File: src/design/fxa_pkg.sv
// ----------------------------------------------------------------------------
// fxa_pkg: shared types for the Q24.8 fixed-point ALU
// Action codes and the control word that travels down the divider cells.
// ----------------------------------------------------------------------------
package fxa_pkg;

  localparam int unsigned ActW = 4;

  typedef enum logic [ActW-1:0] {
    ACT_ADD      = 4'd0,
    ACT_SUB      = 4'd1,
    ACT_MUL      = 4'd2,
    ACT_DIV      = 4'd3,
    ACT_LT       = 4'd4,
    ACT_GT       = 4'd5,
    ACT_LE       = 4'd6,
    ACT_GE       = 4'd7,
    ACT_EQ       = 4'd8,
    ACT_NE       = 4'd9,
    ACT_MIN      = 4'd10,
    ACT_MAX      = 4'd11,
    ACT_INC      = 4'd12,
    ACT_DEC      = 4'd13,
    ACT_FROM_INT = 4'd14,
    ACT_TO_INT   = 4'd15
  } act_e;

  // Control word that accompanies each transaction through the cell chain
  typedef struct packed {
    logic valid;
    logic is_div;
    logic neg;
    logic flag;
    logic status;
  } ctrl_t;

endpackage

File: src/design/fxa_front.sv
// ----------------------------------------------------------------------------
// fxa_front: operand decode, simple operations and multiplier
// Three register stages: decode and magnitudes, product, sign fix-up. Loads
// the divider chain with the widened dividend or the finished result.
// ----------------------------------------------------------------------------
module fxa_front
  import fxa_pkg::*;
#(
  parameter int unsigned DW = 32,
  parameter int unsigned F  = 8
) (
  input  logic                 clk_i,
  input  logic                 rst_ni,
  input  logic                 take_i,
  input  logic [ActW-1:0]      action_i,
  input  logic signed [DW-1:0] operand_a_i,
  input  logic signed [DW-1:0] operand_b_i,
  output ctrl_t                ctrl_o,
  output logic [DW-1:0]        rem_o,
  output logic [DW+F-1:0]      nq_o,
  output logic [DW-1:0]        dsr_o
);

  act_e          act;
  logic          a_lt_b, b_lt_a, a_eq_b;
  logic [DW-1:0] res, mag_a, mag_b;
  logic          flg, neg;

  logic          s1_valid_q;
  act_e          s1_act_q;
  logic [DW-1:0] s1_ma_q, s1_mb_q, s1_res_q;
  logic          s1_neg_q, s1_flag_q, s1_bz_q;

  logic [2*DW-1:0] prod;
  logic [DW-1:0]   val_d;

  logic          s2_valid_q;
  act_e          s2_act_q;
  logic [DW-1:0] s2_ma_q, s2_mb_q, s2_val_q;
  logic          s2_neg_q, s2_flag_q, s2_bz_q;

  logic          s2_is_div, s2_fix;
  logic [DW-1:0] fixed_val;
  ctrl_t         ctrl_d, ctrl_q;
  logic [DW+F-1:0] nq_d, nq_q;
  logic [DW-1:0]   dsr_q;

  // Stage 1: decode, compare, add and operand magnitudes
  always_comb begin
    act    = act_e'(action_i);
    a_lt_b = operand_a_i < operand_b_i;
    b_lt_a = operand_b_i < operand_a_i;
    a_eq_b = operand_a_i == operand_b_i;
    mag_a  = operand_a_i[DW-1] ? -operand_a_i : operand_a_i;
    mag_b  = operand_b_i[DW-1] ? -operand_b_i : operand_b_i;
    neg    = operand_a_i[DW-1] ^ operand_b_i[DW-1];
    res    = '0;
    flg    = 1'b0;
    unique case (act)
      ACT_ADD:      res = operand_a_i + operand_b_i;
      ACT_SUB:      res = operand_a_i - operand_b_i;
      ACT_MUL:      res = '0;
      ACT_DIV:      res = '0;
      ACT_LT:       flg = a_lt_b;
      ACT_GT:       flg = b_lt_a;
      ACT_LE:       flg = !b_lt_a;
      ACT_GE:       flg = !a_lt_b;
      ACT_EQ:       flg = a_eq_b;
      ACT_NE:       flg = !a_eq_b;
      ACT_MIN:      res = b_lt_a ? operand_b_i : operand_a_i;
      ACT_MAX:      res = a_lt_b ? operand_b_i : operand_a_i;
      ACT_INC:      res = operand_a_i + DW'(1);
      ACT_DEC:      res = operand_a_i - DW'(1);
      ACT_FROM_INT: res = operand_a_i << F;
      ACT_TO_INT: begin
        res = '0;
        neg = operand_a_i[DW-1];
      end
      default:      res = '0;
    endcase
  end

  always_ff @(posedge clk_i or negedge rst_ni) begin
    if (!rst_ni) begin
      s1_valid_q <= 1'b0;
      s2_valid_q <= 1'b0;
      ctrl_q     <= '0;
    end else begin
      s1_valid_q <= take_i;
      s2_valid_q <= s1_valid_q;
      ctrl_q     <= ctrl_d;
    end
  end

  always_ff @(posedge clk_i) begin
    s1_act_q  <= act;
    s1_ma_q   <= mag_a;
    s1_mb_q   <= mag_b;
    s1_res_q  <= res;
    s1_neg_q  <= neg;
    s1_flag_q <= flg;
    s1_bz_q   <= (operand_b_i == '0);
  end

  // Stage 2: unsigned product and rounded integer part
  assign prod = s1_ma_q * s1_mb_q;

  always_comb begin
    priority if (s1_act_q == ACT_MUL) begin
      val_d = prod[DW+F-1:F];
    end else if (s1_act_q == ACT_TO_INT) begin
      val_d = (s1_ma_q >> F) + DW'(s1_ma_q[F-1]);
    end else begin
      val_d = s1_res_q;
    end
  end

  always_ff @(posedge clk_i) begin
    s2_act_q  <= s1_act_q;
    s2_ma_q   <= s1_ma_q;
    s2_mb_q   <= s1_mb_q;
    s2_val_q  <= val_d;
    s2_neg_q  <= s1_neg_q;
    s2_flag_q <= s1_flag_q;
    s2_bz_q   <= s1_bz_q;
  end

  // Stage 3: apply sign, load the chain
  always_comb begin
    s2_is_div = (s2_act_q == ACT_DIV);
    s2_fix    = (s2_act_q == ACT_MUL) || (s2_act_q == ACT_TO_INT);
    fixed_val = (s2_fix && s2_neg_q) ? -s2_val_q : s2_val_q;
    nq_d      = s2_is_div ? {s2_ma_q, {F{1'b0}}} : {{F{1'b0}}, fixed_val};
    ctrl_d.valid  = s2_valid_q;
    ctrl_d.is_div = s2_is_div;
    ctrl_d.neg    = s2_is_div & s2_neg_q;
    ctrl_d.flag   = s2_flag_q;
    ctrl_d.status = s2_is_div & s2_bz_q;
  end

  always_ff @(posedge clk_i) begin
    nq_q  <= nq_d;
    dsr_q <= s2_mb_q;
  end

  assign ctrl_o = ctrl_q;
  assign rem_o  = '0;
  assign nq_o   = nq_q;
  assign dsr_o  = dsr_q;

endmodule

File: config.mk
export PLATFORM = sky130hd
export DESIGN_NAME = fxa_front
export DESIGN_NICKNAME = d
export VERILOG_FILES = /design/src/design/fxa_pkg.sv /design/src/design/fxa_front.sv
export SDC_FILE = /design/constraint.sdc
export NUM_CORES = 2
export LEC_CHECK = 0
export BUFFER_PORTS_ARGS = -buffer_cell sky130_fd_sc_hd__buf_4
export CAP_MARGIN = 20
export CORE_MARGIN = 3
export CORE_UTILIZATION = 58
export CTS_CLUSTER_SIZE = 24
export DETAILED_ROUTE_END_ITERATION = 10
export PLACE_DENSITY_LB_ADDON = 0.08
export SLEW_MARGIN = 20
export SYNTH_ARGS = -nofsm -noshare
export SYNTH_HDL_FRONTEND = slang
export SYNTH_SLANG_ARGS = --single-unit
File: constraint.sdc
create_clock -name clk_i -period 7.7 [get_ports clk_i]
set_clock_uncertainty 0.05 [all_clocks]
set_input_delay 1.54 -clock clk_i [delete_from_list [all_inputs] [get_ports clk_i]]
set_output_delay 1.54 -clock clk_i [all_outputs]
set_load 0.01 [all_outputs]
# --- After elaboration in Yosys (flattened, before gate mapping) ---
# Cells that the tools add are included.
classes:
  add_sub_neg: 8
  mul: 1
  order_cmp: 2
  eq_ne: 19
  n_mux: 11
  bitwise_logic: 3
  n_reduce_logical: 7
op_table:
  columns: ["cell", "count"]
  rows:
  - ["case mux 32 bit (7 select lines)", 1]
  - ["two-way mux 32 bit", 6]
  - ["negation 32 bit", 3]
  - ["less-than comparator 32 bit", 2]
  - ["two-way mux 31 bit", 2]
  - ["equality test 4 bit, second input constant", 10]
  - ["multiplier 32 x 32 -> 40 bit", 1]
  - ["adder 32 x 2 -> 32 bit, second input constant", 1]
  - ["adder 32 bit", 1]
  - ["equality test 32 bit", 1]
  - ["zero test 32 bit", 1]
  - ["subtractor 32 x 2 -> 32 bit, second input constant", 1]
  - ["subtractor 32 bit", 1]
  - ["adder 24 x 1 -> 25 bit", 1]
  - ["equality test 4 x 3 -> 1 bit, second input constant", 4]
  - ["equality test 4 x 2 -> 1 bit, second input constant", 3]
  - ["case mux 1 bit (6 select lines)", 1]
  - ["equality test 4 x 1 -> 1 bit, second input constant", 1]
  - ["zero test 4 bit", 1]
  - ["zero test 1 bit", 3]
  - ["AND 1 bit", 2]
  - ["logical AND 1 bit", 1]
  - ["logical OR 1 bit", 1]
  - ["two-way mux 1 bit", 1]
  - ["XOR 1 bit", 1]
totals:
  reg_bits: 285
  in_bits: 71
  word_cells: 78

# --- Depth between registers and ports, before layout ---
logic_depth:
  ltp_word: 5
  ltp_mapped: 27
  mapped_depth_nobuf: 26

# --- Least setup slack after synthesis ---
# OpenSTA, ideal clock, no wires.
synth_timing:
  path_kind: "register to register"
  startpoint: "reg s1_ma_q[10]"
  endpoint: "reg s2_val_q[30]"
  arrival_time_ns: 7.206
  required_ns: 7.533
  setup_slack_ns: 0.327
  stages_incl_launch_ff: 26
  path_buffers: 3
  cell_sequence: "dfxtp_1 clkbuf_1 clkbuf_1 clkbuf_1 nand2_1 fa_1 inv_1 fa_1 fa_1 inv_1 fa_1 inv_1 fa_1 fa_1 fa_1 fa_1 ha_1 or3_1 o211ai_1 o2111a_1 nor2_1 a21o_1 a41o_1 o21a_1 or3_1 a32o_1"
synth_between:
  elab_chain_cells: 2
synth_lines:
  columns: ["item", "line", "text"]
  rows:
  - ["start, declared", "fxa_front.sv:31", "logic [DW-1:0] s1_ma_q, s1_mb_q, s1_res_q;"]
  - ["start signal, assigned", "fxa_front.sv:97", "s1_ma_q <= mag_a;"]
  - ["multiplier 32 x 32 -> 40 bit", "fxa_front.sv:106", "assign prod = s1_ma_q * s1_mb_q;"]
  - ["two-way mux 32 bit", "fxa_front.sv:109", "priority if (s1_act_q == ACT_MUL) begin"]
  - ["via val_d[30]", "fxa_front.sv:35", "logic [DW-1:0] val_d;"]
  - ["end signal, assigned", "fxa_front.sv:122", "s2_val_q <= val_d;"]
  - ["end, declared", "fxa_front.sv:39", "logic [DW-1:0] s2_ma_q, s2_mb_q, s2_val_q;"]
# The timed path passes the listed nets, and every way through them passes these cells.
# A chain may end at the register's enable or synchronous reset.

# --- Worst setup path in the final report ---
layout_timing:
  startpoint: "reg s1_mb_q[12]"
  endpoint: "reg s2_val_q[30]"
layout_between:
  elab_chain_cells: 2
layout_lines:
  columns: ["item", "line", "text"]
  rows:
  - ["start, declared", "fxa_front.sv:31", null]
  - ["start signal, assigned", "fxa_front.sv:98", "s1_mb_q <= mag_b;"]
  - ["multiplier 32 x 32 -> 40 bit", "fxa_front.sv:106", null]
  - ["two-way mux 32 bit", "fxa_front.sv:109", null]
  - ["via val_d[30]", "fxa_front.sv:35", null]
# The timed path passes the listed nets, and every way through them passes these cells.

==> impl_metrics.ini <==
[outcome]
outcome = complete, no violations

[cts]
cts_root_buf = clkbuf_16
clk_transition_reported_paths_ns = 0.08
clock-sinks = 285
cts_buffer_depth = 3
holdBufCountCts = 0
cts_max_level = 2
clock_latency_ns = 0.57
numCtsBuffers = 35
cts_tree = done
post_cts_buffers = 0

[placed_design]
dp_cells = 4948
port_buffers = 147
dp_hpwl_um = 87600
pre_cts_ws_ns = 0.0395
routabilityCongestion = 1.00

[synth]
synth_top_family_by_area = adder cells
synthXorXnorAreaFrac_pct = 6.09
synth_area_per_cell_um2 = 9.00
syn_area_um2 = 36400
synth_edf_count = 0
synth.most_common_cell = inv_1
synthAdderAreaFrac_pct = 41.6
async_flop_share_pct = 2.46
synthSimpleGateAreaFrac_pct = 17.8
ys.flop_type = dfxtp_1
synth_compound_area_share_pct = 8.68
yosysTopAreaCellShare_pct = 34.4
synthCells = 4039
ys_top_cells_by_area = fa_1, dfxtp_1, ha_1
ys_top_cells_by_count = inv_1, fa_1, nand2_1
ys_warn_count = 0
synth_cell_types = 85
synthMuxAreaShare_pct = 0.213
yosys.area.top_type = fa_1
ys_ff_latch = 285
yosysSeqAreaShare_pct = 15.8

[worst_setup_path]
max_stage_delay_ns = 0.65
r2r_start = s1_mb_q[12]
reg2regPathDepth = 27
r2r_end = s2_val_q[30]
critPathRequiredTime_ns = 8.09
worst_path_most_repeated_cell = fa_1
crit_type = reg -> reg
arrival_ns = 7.82
r2r_slack_ns = 0.27
cp-start-kind = register
cp_max_fo = 11
end_kind = register
crit_slowest_cell = dfxtp_2

[sta]
setup_violations = 0
grt_setup_unrepaired = true
final-max-slew-violation-count = 0
setup_slack_ns = 0.267
fmax_ghz = 0.135
worst_pin_slew_ns = 1.15
min_period_over_period_pct = 96.5
hold_violations = 0
maxSlewHeadroom_pct = 23.2
period_needed_ns = 7.43

[floorplanning]
boundaryPins = 180
fp.dieH_um = 256
dieArea_um2 = 65700
start_util_pct = 58.8
die_w_um = 256
rows = 91
coreArea_um2 = 61800

[run]
cap_violations = 0

[cells_and_area]
layout.nets = 5054
drive_gt1_share_pct = 9.75
final-instance-count-excl-fill = 5018
area_growth_pct = 10.4

[drt]
vias = 28400
drt_iter0_drc = 2432
dr.pass1.iters = 6
wl_um = 109000
drc = 0
ant_nets = 0
vias_per_cell = 5.66
wl_per_cell_um = 21.6

[global_routing]
antenna_found_initial = 7
overflow = 0
grt_usage_pct = 33.7
grt_max_degree = 60
grt_pass1_wl_um = 171000
grt_pass1_vias = 29400

[hold_path]
hold_start = s2_mb_q[9]
hold_path_class = reg -> reg
min_path_cells = 0
min_to = dsr_o[9]
==> layout make-up <==
type / count / area [um^2]
Multi-Input combinational cell: 2872 / 27200
Tap cell: 837 / 1050
Clock buffer: 40 / 935
Sequential cell: 285 / 5760
Antenna cell: 5 / 12.5
Timing Repair Buffer: 285 / 2370
Inverter: 670 / 2510
Fill cell: 5246 / 21700
Clock inverter: 24 / 290
==> sequential cells by signal (all words and copies together), names as in the netlist, 4 cells and up <==
signal and count:
ctrl_o 5, dsr_o 32, nq_o 40, s1_act_q 4
s1_ma_q 32, s1_mb_q 32, s1_res_q 32, s2_act_q 4
s2_ma_q 32, s2_mb_q 32, s2_val_q 32
==> kinds of logic (layout without fill, tap and decap cells) <==
family	Yosys count	after routing
AND/OR/NAND/NOR	1277	1277
buffers and inverters	913	1019
adder cells (fa/ha/maj)	834	834
AO/OA/AOI/OAI	469	469
flip-flops	285	285
XOR/XNOR	253	253
multiplexers	7	7
other	1	37
==> stage by stage <==
stage          TNS (ns)  util, %  hold slack, ns  cell area (um^2)
2_1_floorplan         0        -           0.260             36500
3_3_place_gp          0     62.9           0.260             38900
3_5_place_dp          0     62.9           0.262             38900
4_1_cts               0     64.8           0.256             40100
5_1_grt        -0.00524     64.9           0.263             40100
6_report              0     64.9           0.254             40200
==> cell usage in the layout (no fill, tap or decap), types with 15 or more instances in the layout <==
cell       instances
buf_12            17
conb_1            32
nand4_1           27
and2_1           416
clkbuf_16         36
o21a_1            15
fa_1             625
ha_1             209
nor2_1            83
inv_1            670
xor2_1            67
o21ai_0          121
o31ai_1           19
a222oi_1          17
a21oi_1          100
nor3_1            21
xnor2_1          186
or3_1             17
nand3_1           59
buf_4            266
a221o_1           15
o211ai_1          31
nand2b_1          26
a21o_1            35
dfxtp_1          264
nand2_1          540
==> worst max-delay path by stage <==
stage / start / endpoint
3_3_place_gp: s1_mb_q[12] / s2_val_q[31]
2_1_floorplan: s1_ma_q[10] / s2_val_q[30]
6_report: s1_mb_q[12] / s2_val_q[30]
3_5_place_dp: s1_mb_q[12] / s2_val_q[31]
4_1_cts: s1_mb_q[4] / s2_val_q[31]
5_1_grt: s1_mb_q[5] / s2_val_q[31]
==> critical path: cells and delay by family, from the launching register on <==
kind	cells	cell delay [ns]
buf+inv	7	0.60
flops	1	0.65
simple gates	3	0.55
compound gates	8	1.61
fa+ha+maj	9	3.83
==> timing repair <==
item | 4_1_cts | 5_1_grt
endpoints found under the hold margin | 0 | 0
endpoints found under the setup margin | 1 | 9
cloned | 0 | 1
resized for setup | 1 | 16
==> layer usage <==
layer	global-route usage, %	wire (um)
met4	14.5	5340
met5	0	26
met3	6.27	8550
met1	44.8	43600
met2	54.4	51000
Power is not shown: default switching activity piles up to over one toggle a cycle in this logic, so the estimate is an artifact.
