**src/design/fxa_pkg.sv**
```systemverilog
// ----------------------------------------------------------------------------
// fxa_pkg: shared types for the Q24.8 fixed-point ALU
// Action codes and the control word that travels down the divider cells.
// ----------------------------------------------------------------------------
package fxa_pkg;

  localparam int unsigned ActW = 4;

  typedef enum logic [ActW-1:0] {
    ACT_ADD      = 4'd0,
    ACT_SUB      = 4'd1,
    ACT_MUL      = 4'd2,
    ACT_DIV      = 4'd3,
    ACT_LT       = 4'd4,
    ACT_GT       = 4'd5,
    ACT_LE       = 4'd6,
    ACT_GE       = 4'd7,
    ACT_EQ       = 4'd8,
    ACT_NE       = 4'd9,
    ACT_MIN      = 4'd10,
    ACT_MAX      = 4'd11,
    ACT_INC      = 4'd12,
    ACT_DEC      = 4'd13,
    ACT_FROM_INT = 4'd14,
    ACT_TO_INT   = 4'd15
  } act_e;

  // Control word that accompanies each transaction through the cell chain
  typedef struct packed {
    logic valid;
    logic is_div;
    logic neg;
    logic flag;
    logic status;
  } ctrl_t;

endpackage

```
**src/design/fxa_div_cell.sv**
```systemverilog
// ----------------------------------------------------------------------------
// fxa_div_cell: one restoring-division step
// Shifts the next dividend bit into the remainder, subtracts the divisor when
// it fits and shifts the quotient bit in; passes other transactions unchanged.
// ----------------------------------------------------------------------------
module fxa_div_cell
  import fxa_pkg::*;
#(
  parameter int unsigned DW = 32,
  parameter int unsigned F  = 8
) (
  input  logic             clk_i,
  input  logic             rst_ni,
  input  ctrl_t            ctrl_i,
  input  logic [DW-1:0]    rem_i,
  input  logic [DW+F-1:0]  nq_i,
  input  logic [DW-1:0]    dsr_i,
  output ctrl_t            ctrl_o,
  output logic [DW-1:0]    rem_o,
  output logic [DW+F-1:0]  nq_o,
  output logic [DW-1:0]    dsr_o
);

  logic [DW:0]     shifted, diff;
  logic            fits;
  logic [DW-1:0]   rem_d, rem_q, dsr_q;
  logic [DW+F-1:0] nq_d, nq_q;
  ctrl_t           ctrl_q;

  always_comb begin
    shifted = {rem_i, nq_i[DW+F-1]};
    diff    = shifted - {1'b0, dsr_i};
    fits    = shifted >= {1'b0, dsr_i};
    if (ctrl_i.is_div) begin
      rem_d = fits ? diff[DW-1:0] : shifted[DW-1:0];
      nq_d  = {nq_i[DW+F-2:0], fits};
    end else begin
      // hold the finished result
      rem_d = rem_i;
      nq_d  = nq_i;
    end
  end

  always_ff @(posedge clk_i or negedge rst_ni) begin
    if (!rst_ni) begin
      ctrl_q <= '0;
    end else begin
      ctrl_q <= ctrl_i;
    end
  end

  always_ff @(posedge clk_i) begin
    rem_q <= rem_d;
    nq_q  <= nq_d;
    dsr_q <= dsr_i;
  end

  assign ctrl_o = ctrl_q;
  assign rem_o  = rem_q;
  assign nq_o   = nq_q;
  assign dsr_o  = dsr_q;

endmodule

```
**config.mk**
```make
export PLATFORM = sky130hd
export DESIGN_NAME = fxa_div_cell
export DESIGN_NICKNAME = d
export VERILOG_FILES = /design/src/design/fxa_pkg.sv /design/src/design/fxa_div_cell.sv
export SDC_FILE = /design/constraint.sdc
export NUM_CORES = 1
export LEC_CHECK = 0
export BUFFER_PORTS_ARGS = -buffer_cell sky130_fd_sc_hd__buf_2
export CAP_MARGIN = 40
export CORE_UTILIZATION = 30
export CTS_BUF_LIST = sky130_fd_sc_hd__clkbuf_4 sky130_fd_sc_hd__clkbuf_8
export DETAILED_ROUTE_END_ITERATION = 8
export PLACE_DENSITY = 0.55
export SLEW_MARGIN = 15
export SYNTH_ARGS = -nofsm -noshare
export SYNTH_HDL_FRONTEND = slang
export SYNTH_SLANG_ARGS = --single-unit
```
**constraint.sdc**
```tcl
create_clock -name clk_i -period 0.8 [get_ports clk_i]
set_input_delay 0.16 -clock clk_i [delete_from_list [all_inputs] [get_ports clk_i]]
set_output_delay 0.16 -clock clk_i [all_outputs]
set_load 0.02 [all_outputs]
```
======== Word-level counts from Yosys, hierarchy flattened ========
Cells that the tools add are included.
word-level totals
  register bits ........................... 109
  logic and storage cells ................. 13
cells by class
  add/sub/neg operators ................... 1
  mux-type cells .......................... 3
  magnitude comparators ................... 1
operators by type and width
  operator                                      number
  two-way mux 32 bit                            2
  two-way mux 40 bit                            1
  greater-or-equal comparator 33 x 32 -> 1 bit  1
  subtractor 32 bit                             1

======== Longest topological paths before layout ========
Gate-level depths: netlist (run 1).
  depth after elaboration ................. 3
  depth in mapped cells ................... 13
  depth with buffers taken out ............ 13

======== Least setup slack after synthesis (run 1) ========
OpenSTA, ideal clock, no wires.
  kind .................................... input to register
  start ................................... input nq_i[39]
  end ..................................... register rem_q[30] (netlist: rem_o[30])
  data required time ...................... 0.678 ns
  buffers on the path ..................... 0
  stages .................................. 13
  path slack .............................. -1.998 ns
  arrival time ............................ 2.676 ns
  cell sequence ........................... inv_1 -> ha_1 -> inv_1 -> fa_1 -> a21o_1 -> a221oi_2 -> nor3_1 -> o31a_1 -> o21a_1 -> a221o_1 -> a211oi_1 -> nor4_1 -> nand3b_1
between the ends
  cells in the longest elaborated chain, start to end .. 3
ends and longest elaborated chain
  what                                                                                      RTL line                                RTL
  from (decl)                                                                               fxa_div_cell.sv:16                      input logic [DW+F-1:0] nq_i,
  subtractor 32 bit / greater-or-equal comparator 33 x 32 -> 1 bit (equally long branches)  fxa_div_cell.sv:32, fxa_div_cell.sv:33
  two-way mux 32 bit (*)                                                                    fxa_div_cell.sv:35                      rem_d = fits ? diff[DW-1:0] : shifted[DW-1:0];
  two-way mux 32 bit (*)                                                                    fxa_div_cell.sv:34                      if (ctrl_i.is_div) begin
  named net rem_d[30]                                                                       fxa_div_cell.sv:26                      logic [DW-1:0] rem_d, rem_q, dsr_q;
  to (signal assigned)                                                                      fxa_div_cell.sv:53                      rem_q <= rem_d;
  to (decl)                                                                                 fxa_div_cell.sv:26
Mark *: on every way through the listed nets, which the timed path passes. The rest lies on a longest branch.

======== Worst setup path in the final report (run 1) ========
Ends and elaborated chain as after synthesis.

==> reports/results.ini, run 1 <==
[floorplan]
chipWidth_um = 133
initial_utilization_pct = 30.9
num_rows = 47
die_area_um2 = 17700
die_h_um = 133
num_io_pins = 220
core_um2 = 16700

[synth]
synth_edf_count = 0
synth.distinct_cells = 57
netlist_area_um2 = 5150
ys_ff_latch = 109
synthTopCellsByArea = dfxtp_1, mux2_2, ha_1
synth.top_cell.area_share_pct = 40.4
ys_seq_area_share_pct = 42.8
yosys_warnings = 0
ys.flop_type = dfxtp_1
synth_async_sr_flop_share_pct = 4.59
synth_nets = 704
netlist_instances = 560
postSynthAreaPerCell_um2 = 9.21
synth_top_area_cell = dfxtp_1

[grt]
top_usage_layer = met2
use_met1_pct = 24.9
use_met2_pct = 36.0
grt_use_met3_pct = 4.02
grt_pass1_vias = 5796
grt_max_degree = 32
grt.total_usage_pct = 20.6
antenna_found_initial = 0
overflow = 0
grt_first_pass_wirelength_um = 28800

[timing]
timing.max_slew.rel_slack_pct = 67.0
min_period_ns = 2.35
fmax_mhz = 425
hold_violations = 0
whs_ns = 0.0332
final_max_slew_viol_count = 0
fin_crit_sh_pct = 294
rsz0062_at_grt = yes
worstMarginPinSlew_ns = 0.490
finalWorstSetupSlack_ns = -1.55
setup-violations-final = 160

[placement]
dpl.cell_count = 1126
dp_hpwl_um = 12900
gp_congestion = 0.816
port_buffers = 219

[detailed_routing]
wl_um = 18100
vias = 5653
remaining_drc_errors = 0
ant_nets = 0
vias_per_cell = 4.63
drtIter0Drc = 158
routedWlPerCell_um = 14.8
drtPass1Iterations = 4

[final_layout]
final_layout_size_suffix_gt1_share_pct = 61.5
nNetsFinal = 1138
postLayoutCoreUtil_pct = 60.9
syn2layout_area_growth_pct = 97.3
final_common_cell = buf_4
fin_cells = 1220
mostFrequentLayoutCells = buf_4, buf_6, dfxtp_2

[clock_network]
clkSlewWorstSetupHoldPaths_ns = 0.12
clk_path_buf_depth = 2
cts_tree = done
cts-root-buf = clkbuf_8
htreeDepth = 3
clock_sinks = 109
cts_buffers = 9

[power_and_ir_drop]
vdd_ir_drop_max_mv = 1.08
power.density_nw_per_um2 = 1570
p_leak_nw = 4.91

[worst_setup_path]
worst_path_max_delay_cell = a221o_1
endpoint_kind = flip-flop
worstSetupStartpointType = input port
critPathMaxFanout = 2
crit_family = compound AO/OA/AOI/OAI gates
cp.arrival_ns = 2.64
cp_data_required_time_ns = 1.09
slowest_delay_ns = 0.37
path_buf_inv = 3
crit_chain = buf_12 -> inv_12 -> ha_4 -> inv_2 -> fa_2 -> a21o_1 -> a221oi_4 -> nor3_2 -> o31a_1 -> o21a_1 -> a221o_1 -> a211oi_2 -> nor4_1 -> nand3b_1
path_class = in2reg

[flow_run]
drv_cap = 0

[run_status]
violations = setup timing
status = finished with violations

[worst_hold_path]
min_path_type = in2reg

[sequential cells by signal, summed over array words and instances, names as in the netlist]
register,count
ctrl_o,5
dsr_o,32
nq_o,40
rem_o,32
[cells in the mapped netlist (2+ instances only)]
cell and n:
a21oi_1 37, ha_1 32, o211ai_1 4, a221oi_2 2, mux2i_1 3, a21o_1 21
and4_1 4, buf_6 3, o21ai_1 4, a21boi_0 2, o21a_1 5, nand2_1 69
a211oi_1 4, nand3_1 6, mux2_2 38, or3_1 4, a221o_1 3, dfrtp_1 5
clkbuf_1 15, nand2b_1 6, o21ai_0 19, dfxtp_1 104, xnor2_1 13, nor2_1 39
a31oi_1 23, nor3_1 5, nand4_1 6, inv_1 38, and3_1 5, xor2_1 12
o22ai_1 2, o31ai_1 2
[power by group]
group | switching, W | leakage, nW | internal (W) | total (W)
logic | 0.00292 | 3.87 | 0.00344 | 0.00637
registers | 0.000239 | 0.936 | 0.00601 | 0.00625
clock network | 0.00217 | 0.0993 | 0.00122 | 0.00338
total | 0.00533 | 4.91 | 0.0107 | 0.0160
[final cells by class]
class	instances	area [µm²]
clock buffer	9	124
antenna	1	2.50
timing repair buffer	443	3870
multi-input combinational	391	3310
clock inverter	7	67.6
tap	220	275
fill	1377	6530
inverter	40	183
sequential	109	2340
[routing by layer]
| metal | vias up | share of wire (%) |
|---|---|---|
| li1 | 2847 | - |
| met1 | 2599 | 44 |
| met2 | 187 | 49 |
| met3 | 20 | 5.8 |
| met4 | 0 | 1.9 |
| met5 | - | 0 |
[path summary, 6_finish.rpt]
kind                       slack, ns        end  cells past startpoint      from
hold / removal                  0.03   nq_o[14]                      2  nq_i[14]
min in group asynchronous       0.10  ctrl_o[3]                      2    rst_ni
setup / recovery               -1.55  rem_o[30]                     14  nq_i[39]
max in group asynchronous       0.57  ctrl_o[4]                      2    rst_ni
[metrics by stage]
stage	worst slack (ns)	power, W	instance area, µm²	TNS [ns]
floorplan	-1.89	0.00886	5490	-55.55
global placement	-2.18	0.0109	7830	-74.89
detailed placement	-2.21	0.0109	7830	-75.28
CTS	-1.58	0.0158	9920	-75.48
global route	-1.72	0.0169	10200	-77.57
finish	-1.55	0.0160	10200	-71.05
[kinds of logic after synthesis]
logic type	Yosys count	share of synthesized area, %
AO/OA/AOI/OAI	139	17.5
multiplexers	41	8.88
adder cells (fa/ha/maj)	33	8.16
XOR/XNOR	25	4.25
buffers and inverters	60	4.83
AND/OR/NAND/NOR	153	13.5
flip-flops	109	42.8
[timing repair]
item | 4_1_cts | 5_1_grt
gates resized for setup | 378 | 65
hold buffers | 73 | 0
cloned | 4 | 0
setup buffers | 7 | 2
endpoints found under the hold margin | 78 | 0
endpoints found under the setup margin | 142 | 150
pin swaps | 29 | 31
Note: power is estimated with default switching activity, not from simulation.
==> run 2, diff against run 1 <==
--- a/config.mk
+++ b/config.mk
@@ -7,10 +7,11 @@
 export LEC_CHECK = 0
 export BUFFER_PORTS_ARGS = -buffer_cell sky130_fd_sc_hd__buf_2
 export CAP_MARGIN = 40
-export CORE_UTILIZATION = 30
+export CORE_UTILIZATION = 50
 export CTS_BUF_LIST = sky130_fd_sc_hd__clkbuf_4 sky130_fd_sc_hd__clkbuf_8
 export DETAILED_ROUTE_END_ITERATION = 8
-export PLACE_DENSITY = 0.55
+export GPL_TIMING_DRIVEN = 1
+export PLACE_DENSITY = 0.83
 export SLEW_MARGIN = 15
 export SYNTH_ARGS = -nofsm -noshare
 export SYNTH_HDL_FRONTEND = slang
==> reports/results.ini, run 2 <==
[synth]
ys_ff_latch = 109  ; unchanged
synth_async_sr_flop_share_pct = 4.59  ; unchanged
synth_nets = 704  ; unchanged
synthTopCellsByArea = dfxtp_1, mux2_2, ha_1  ; unchanged
synth.distinct_cells = 57  ; unchanged
netlist_instances = 560  ; unchanged
synth.top_cell.area_share_pct = 40.4  ; unchanged
postSynthAreaPerCell_um2 = 9.21  ; unchanged
ys_seq_area_share_pct = 42.8  ; unchanged
ys.flop_type = dfxtp_1  ; unchanged
yosys-top-cells-count = dfxtp_1, nand2_1, nor2_1  ; unchanged
yosys_warnings = 0  ; unchanged
synth_edf_count = 0  ; unchanged
synth_most_common_cell = dfxtp_1  ; unchanged
netlist_area_um2 = 5150  ; unchanged
synth_top_area_cell = dfxtp_1  ; unchanged

[floorplan]
chipWidth_um = 104  ; was 133 µm
num_rows = 36  ; was 47
initial_utilization_pct = 52.3  ; was 30.9%
die_h_um = 104  ; was 133 µm
num_io_pins = 220  ; unchanged

[timing]
grt-worst-endpoint = rem_o[30]$_DFF_P_/D
endpoint_type = register data pin

[clock_network]
htreeDepth = 3  ; unchanged
clock_sinks = 109  ; unchanged
clk_path_buf_depth = 2  ; unchanged
cts-root-buf = clkbuf_8  ; unchanged
cts_buffers = 9  ; unchanged

[run_status]
status = aborted with a tool error  ; was finished with violations
stop_stage = global routing
error = [ERROR DPL-0038] Utilization greater than 100%, impossible to legalize

[grt]
grt_max_degree = 37

[placement]
dp_hpwl_um = 12800  ; was 12900 µm
port_buffers = 219  ; unchanged
gp_congestion = 0.918  ; was 0.816

==> run 2: logic make-up after synthesis <==
logic type,count (synthesis),synth area share (%)
DFF,109,42.8
and+or+nand+nor,153,13.5
xor gates and xnor gates,25,4.25
AOI/OAI and AO/OA,139,17.5
muxes,41,8.88
buffers and inverters,60,4.83
adders and majority gates,33,8.16
==> run 2: repair_timing <==
action,in CTS
hold endpoints to repair,43
setup endpoints to repair,142
gates cloned,2
hold buffers,39
setup buffers,7
pin swaps,21
gates resized for setup,348
==> run 2: per-stage QoR <==
stage	TNS [ns]	cells	hold WS, ns	cell area [µm²]	setup WS (ns)
after floorplan	-55.55	560	-0.136	5490	-1.89
after global placement	-68.94	1030	-0.0195	7610	-2.06
after detailed placement	-70.55	1030	-0.0123	7610	-2.14
after CTS	-72.47	1094	0.000366	9210	-1.61
==> run 3, diff against run 2 <==
--- a/config.mk
+++ b/config.mk
@@ -7,11 +7,10 @@
 export LEC_CHECK = 0
 export BUFFER_PORTS_ARGS = -buffer_cell sky130_fd_sc_hd__buf_2
 export CAP_MARGIN = 40
-export CORE_UTILIZATION = 50
-export CTS_BUF_LIST = sky130_fd_sc_hd__clkbuf_4 sky130_fd_sc_hd__clkbuf_8
+export CORE_UTILIZATION = 40
 export DETAILED_ROUTE_END_ITERATION = 8
 export GPL_TIMING_DRIVEN = 1
-export PLACE_DENSITY = 0.83
+export PLACE_DENSITY_LB_ADDON = 0.15
 export SLEW_MARGIN = 15
 export SYNTH_ARGS = -nofsm -noshare
 export SYNTH_HDL_FRONTEND = slang
==> reports/results.ini, run 3 (synthesized netlist as in run 1, its figures left out) <==
[clock_network]
clk_path_buf_depth = 2  ; unchanged
cts-root-buf = clkbuf_16  ; was clkbuf_8
cts_buffers = 9  ; unchanged
clkSlewWorstSetupHoldPaths_ns = 0.08
cts_tree = done
clock_sinks = 109  ; unchanged
htreeDepth = 3  ; unchanged

[timing]
setup-violations-final = 142
timing.max_slew.rel_slack_pct = 66.2
rsz0062_at_grt = yes
fmax_mhz = 400
setup_tns_ns = -71.26
hold_violations = 0
finalWorstSetupSlack_ns = -1.70
min_period_ns = 2.50
fin_crit_sh_pct = 312
worstMarginPinSlew_ns = 0.494
whs_ns = 0.0221
final_max_slew_viol_count = 0

[final_layout]
multi_input_area_um2 = 3080
nNetsFinal = 1100
diodes = 0
final_common_cell = buf_4
syn2layout_area_growth_pct = 85.9
mostFrequentLayoutCells = buf_4, buf_6, buf_2
largest_reg_flops = 40
fin_cells = 1133
fillers = 854
final_layout_size_suffix_gt1_share_pct = 61.1
regArea_um2 = 2340
stdcell_area_um2 = 9580

[run_status]
violations = setup timing
status = finished with violations  ; was aborted with a tool error

[placement]
place_ws_ns = -2.19  ; was -2.14 ns
gp_congestion = 0.848  ; was 0.918
port_buffers = 219  ; unchanged
dpl-instance-area_um2 = 7690  ; was 7610 µm²
dpl.cell_count = 1072  ; was 1030
dp_hpwl_um = 12200  ; was 12800 µm

[detailed_routing]
vias_per_cell = 4.91
vias = 5567
drtIter0Drc = 217
routedWlPerCell_um = 15.3
ant_nets = 0
drtPass1Iterations = 4
remaining_drc_errors = 0
wl_um = 17400

[worst_hold_path]
min_from = dsr_i[28]
min_path_type = in2reg

[floorplan]
die_area_um2 = 13300
num_rows = 41  ; was 36
die_h_um = 116  ; was 104 µm
core_um2 = 12600
initial_utilization_pct = 41.0  ; was 52.3%
num_io_pins = 220  ; unchanged
chipWidth_um = 116  ; was 104 µm

[worst_setup_path]
cp_data_required_time_ns = 1.04
crit_end = rem_o[0]
endpoint_kind = flip-flop
setup.worst_path.start = rem_i[7]
path_class = in2reg
critPathMaxFanout = 6
worstSetupStartpointType = input port
cp.arrival_ns = 2.74

[grt]
antenna_found_initial = 0
grt.total_usage_pct = 26.2
overflow = 0
grt_first_pass_wirelength_um = 27000
grt_pass1_vias = 5761
grt_max_degree = 31

[flow_run]
drv_cap = 0

[power_and_ir_drop]
power.density_nw_per_um2 = 1800
vdd_ir_drop_max_mv = 1.02
p_leak_nw = 4.73

[run 3: worst max-delay path: stages]
cell and delay [ns]:
buf_2 0.11, ha_1 0.37, a21o_1 0.24, a221oi_2 0.31
buf_4 0.19, a211oi_4 0.06, or4b_4 0.53, a21o_4 0.28
buf_12 0.15, buf_8 0.13, o21ai_2 0.13, a21oi_2 0.07
[run 3: repair_timing]
item | 4_1_cts | 5_1_grt
hold buffers | 36 | 0
buffers inserted | 6 | 1
setup endpoints to repair | 142 | 142
gates cloned | 2 | 0
resized for setup | 373 | 18
endpoints found under the hold margin | 40 | 0
pin swaps | 33 | 21
[run 3: power breakdown]
group / switching, W / total [W] / internal [W] / leakage (nW)
Clock: 0.00224 / 0.00506 / 0.00282 / 0.161
Sequential: 0.000247 / 0.00626 / 0.00602 / 0.936
Combinational: 0.00276 / 0.00592 / 0.00316 / 3.64
[run 3: final cells by class]
type,count,area share (%)
repair buffers,405,35.9
multi-input cells,391,32.1
flip-flops and latches,109,24.4
clock buffers,9,2.35
well taps,172,2.25
inverters,40,1.85
clock inverters,7,1.18
[run 3: how the worst min path moves through the flow]
| stage | slack (ns) | depth (start not counted) | end |
|---|---|---|---|
| floorplan | -0.14 | 0 | ctrl_o[0] |
| global placement | -0.03 | 1 | ctrl_o[1] |
| detailed placement | -0.02 | 1 | ctrl_o[0] |
| CTS | 0.007 | 2 | dsr_o[28] |
| global route | 0.02 | 2 | dsr_o[28] |
| finish | 0.02 | 2 | dsr_o[28] |
[run 3: routing by layer]
layer  part of all wire (%)  routed length [µm]  vias to the layer above  global-route usage, %
li1                       -                   -                     2771                      -
met1                     41                7090                     2603                   28.9
met2                     52                9110                      166                   49.8
met3                    4.8                 839                       27                   4.45
met4                    1.8                 318                        0                   10.1
met5                      0                   0                        -                      0
[run 3: metrics by stage]
stage	power (W)	util (%)
after floorplan	0.00886	-
after global placement	0.0108	61.2
after detailed placement	0.0109	61.2
after CTS	0.0172	75.6
after global routing	0.0180	76.2
final	0.0172	76.2
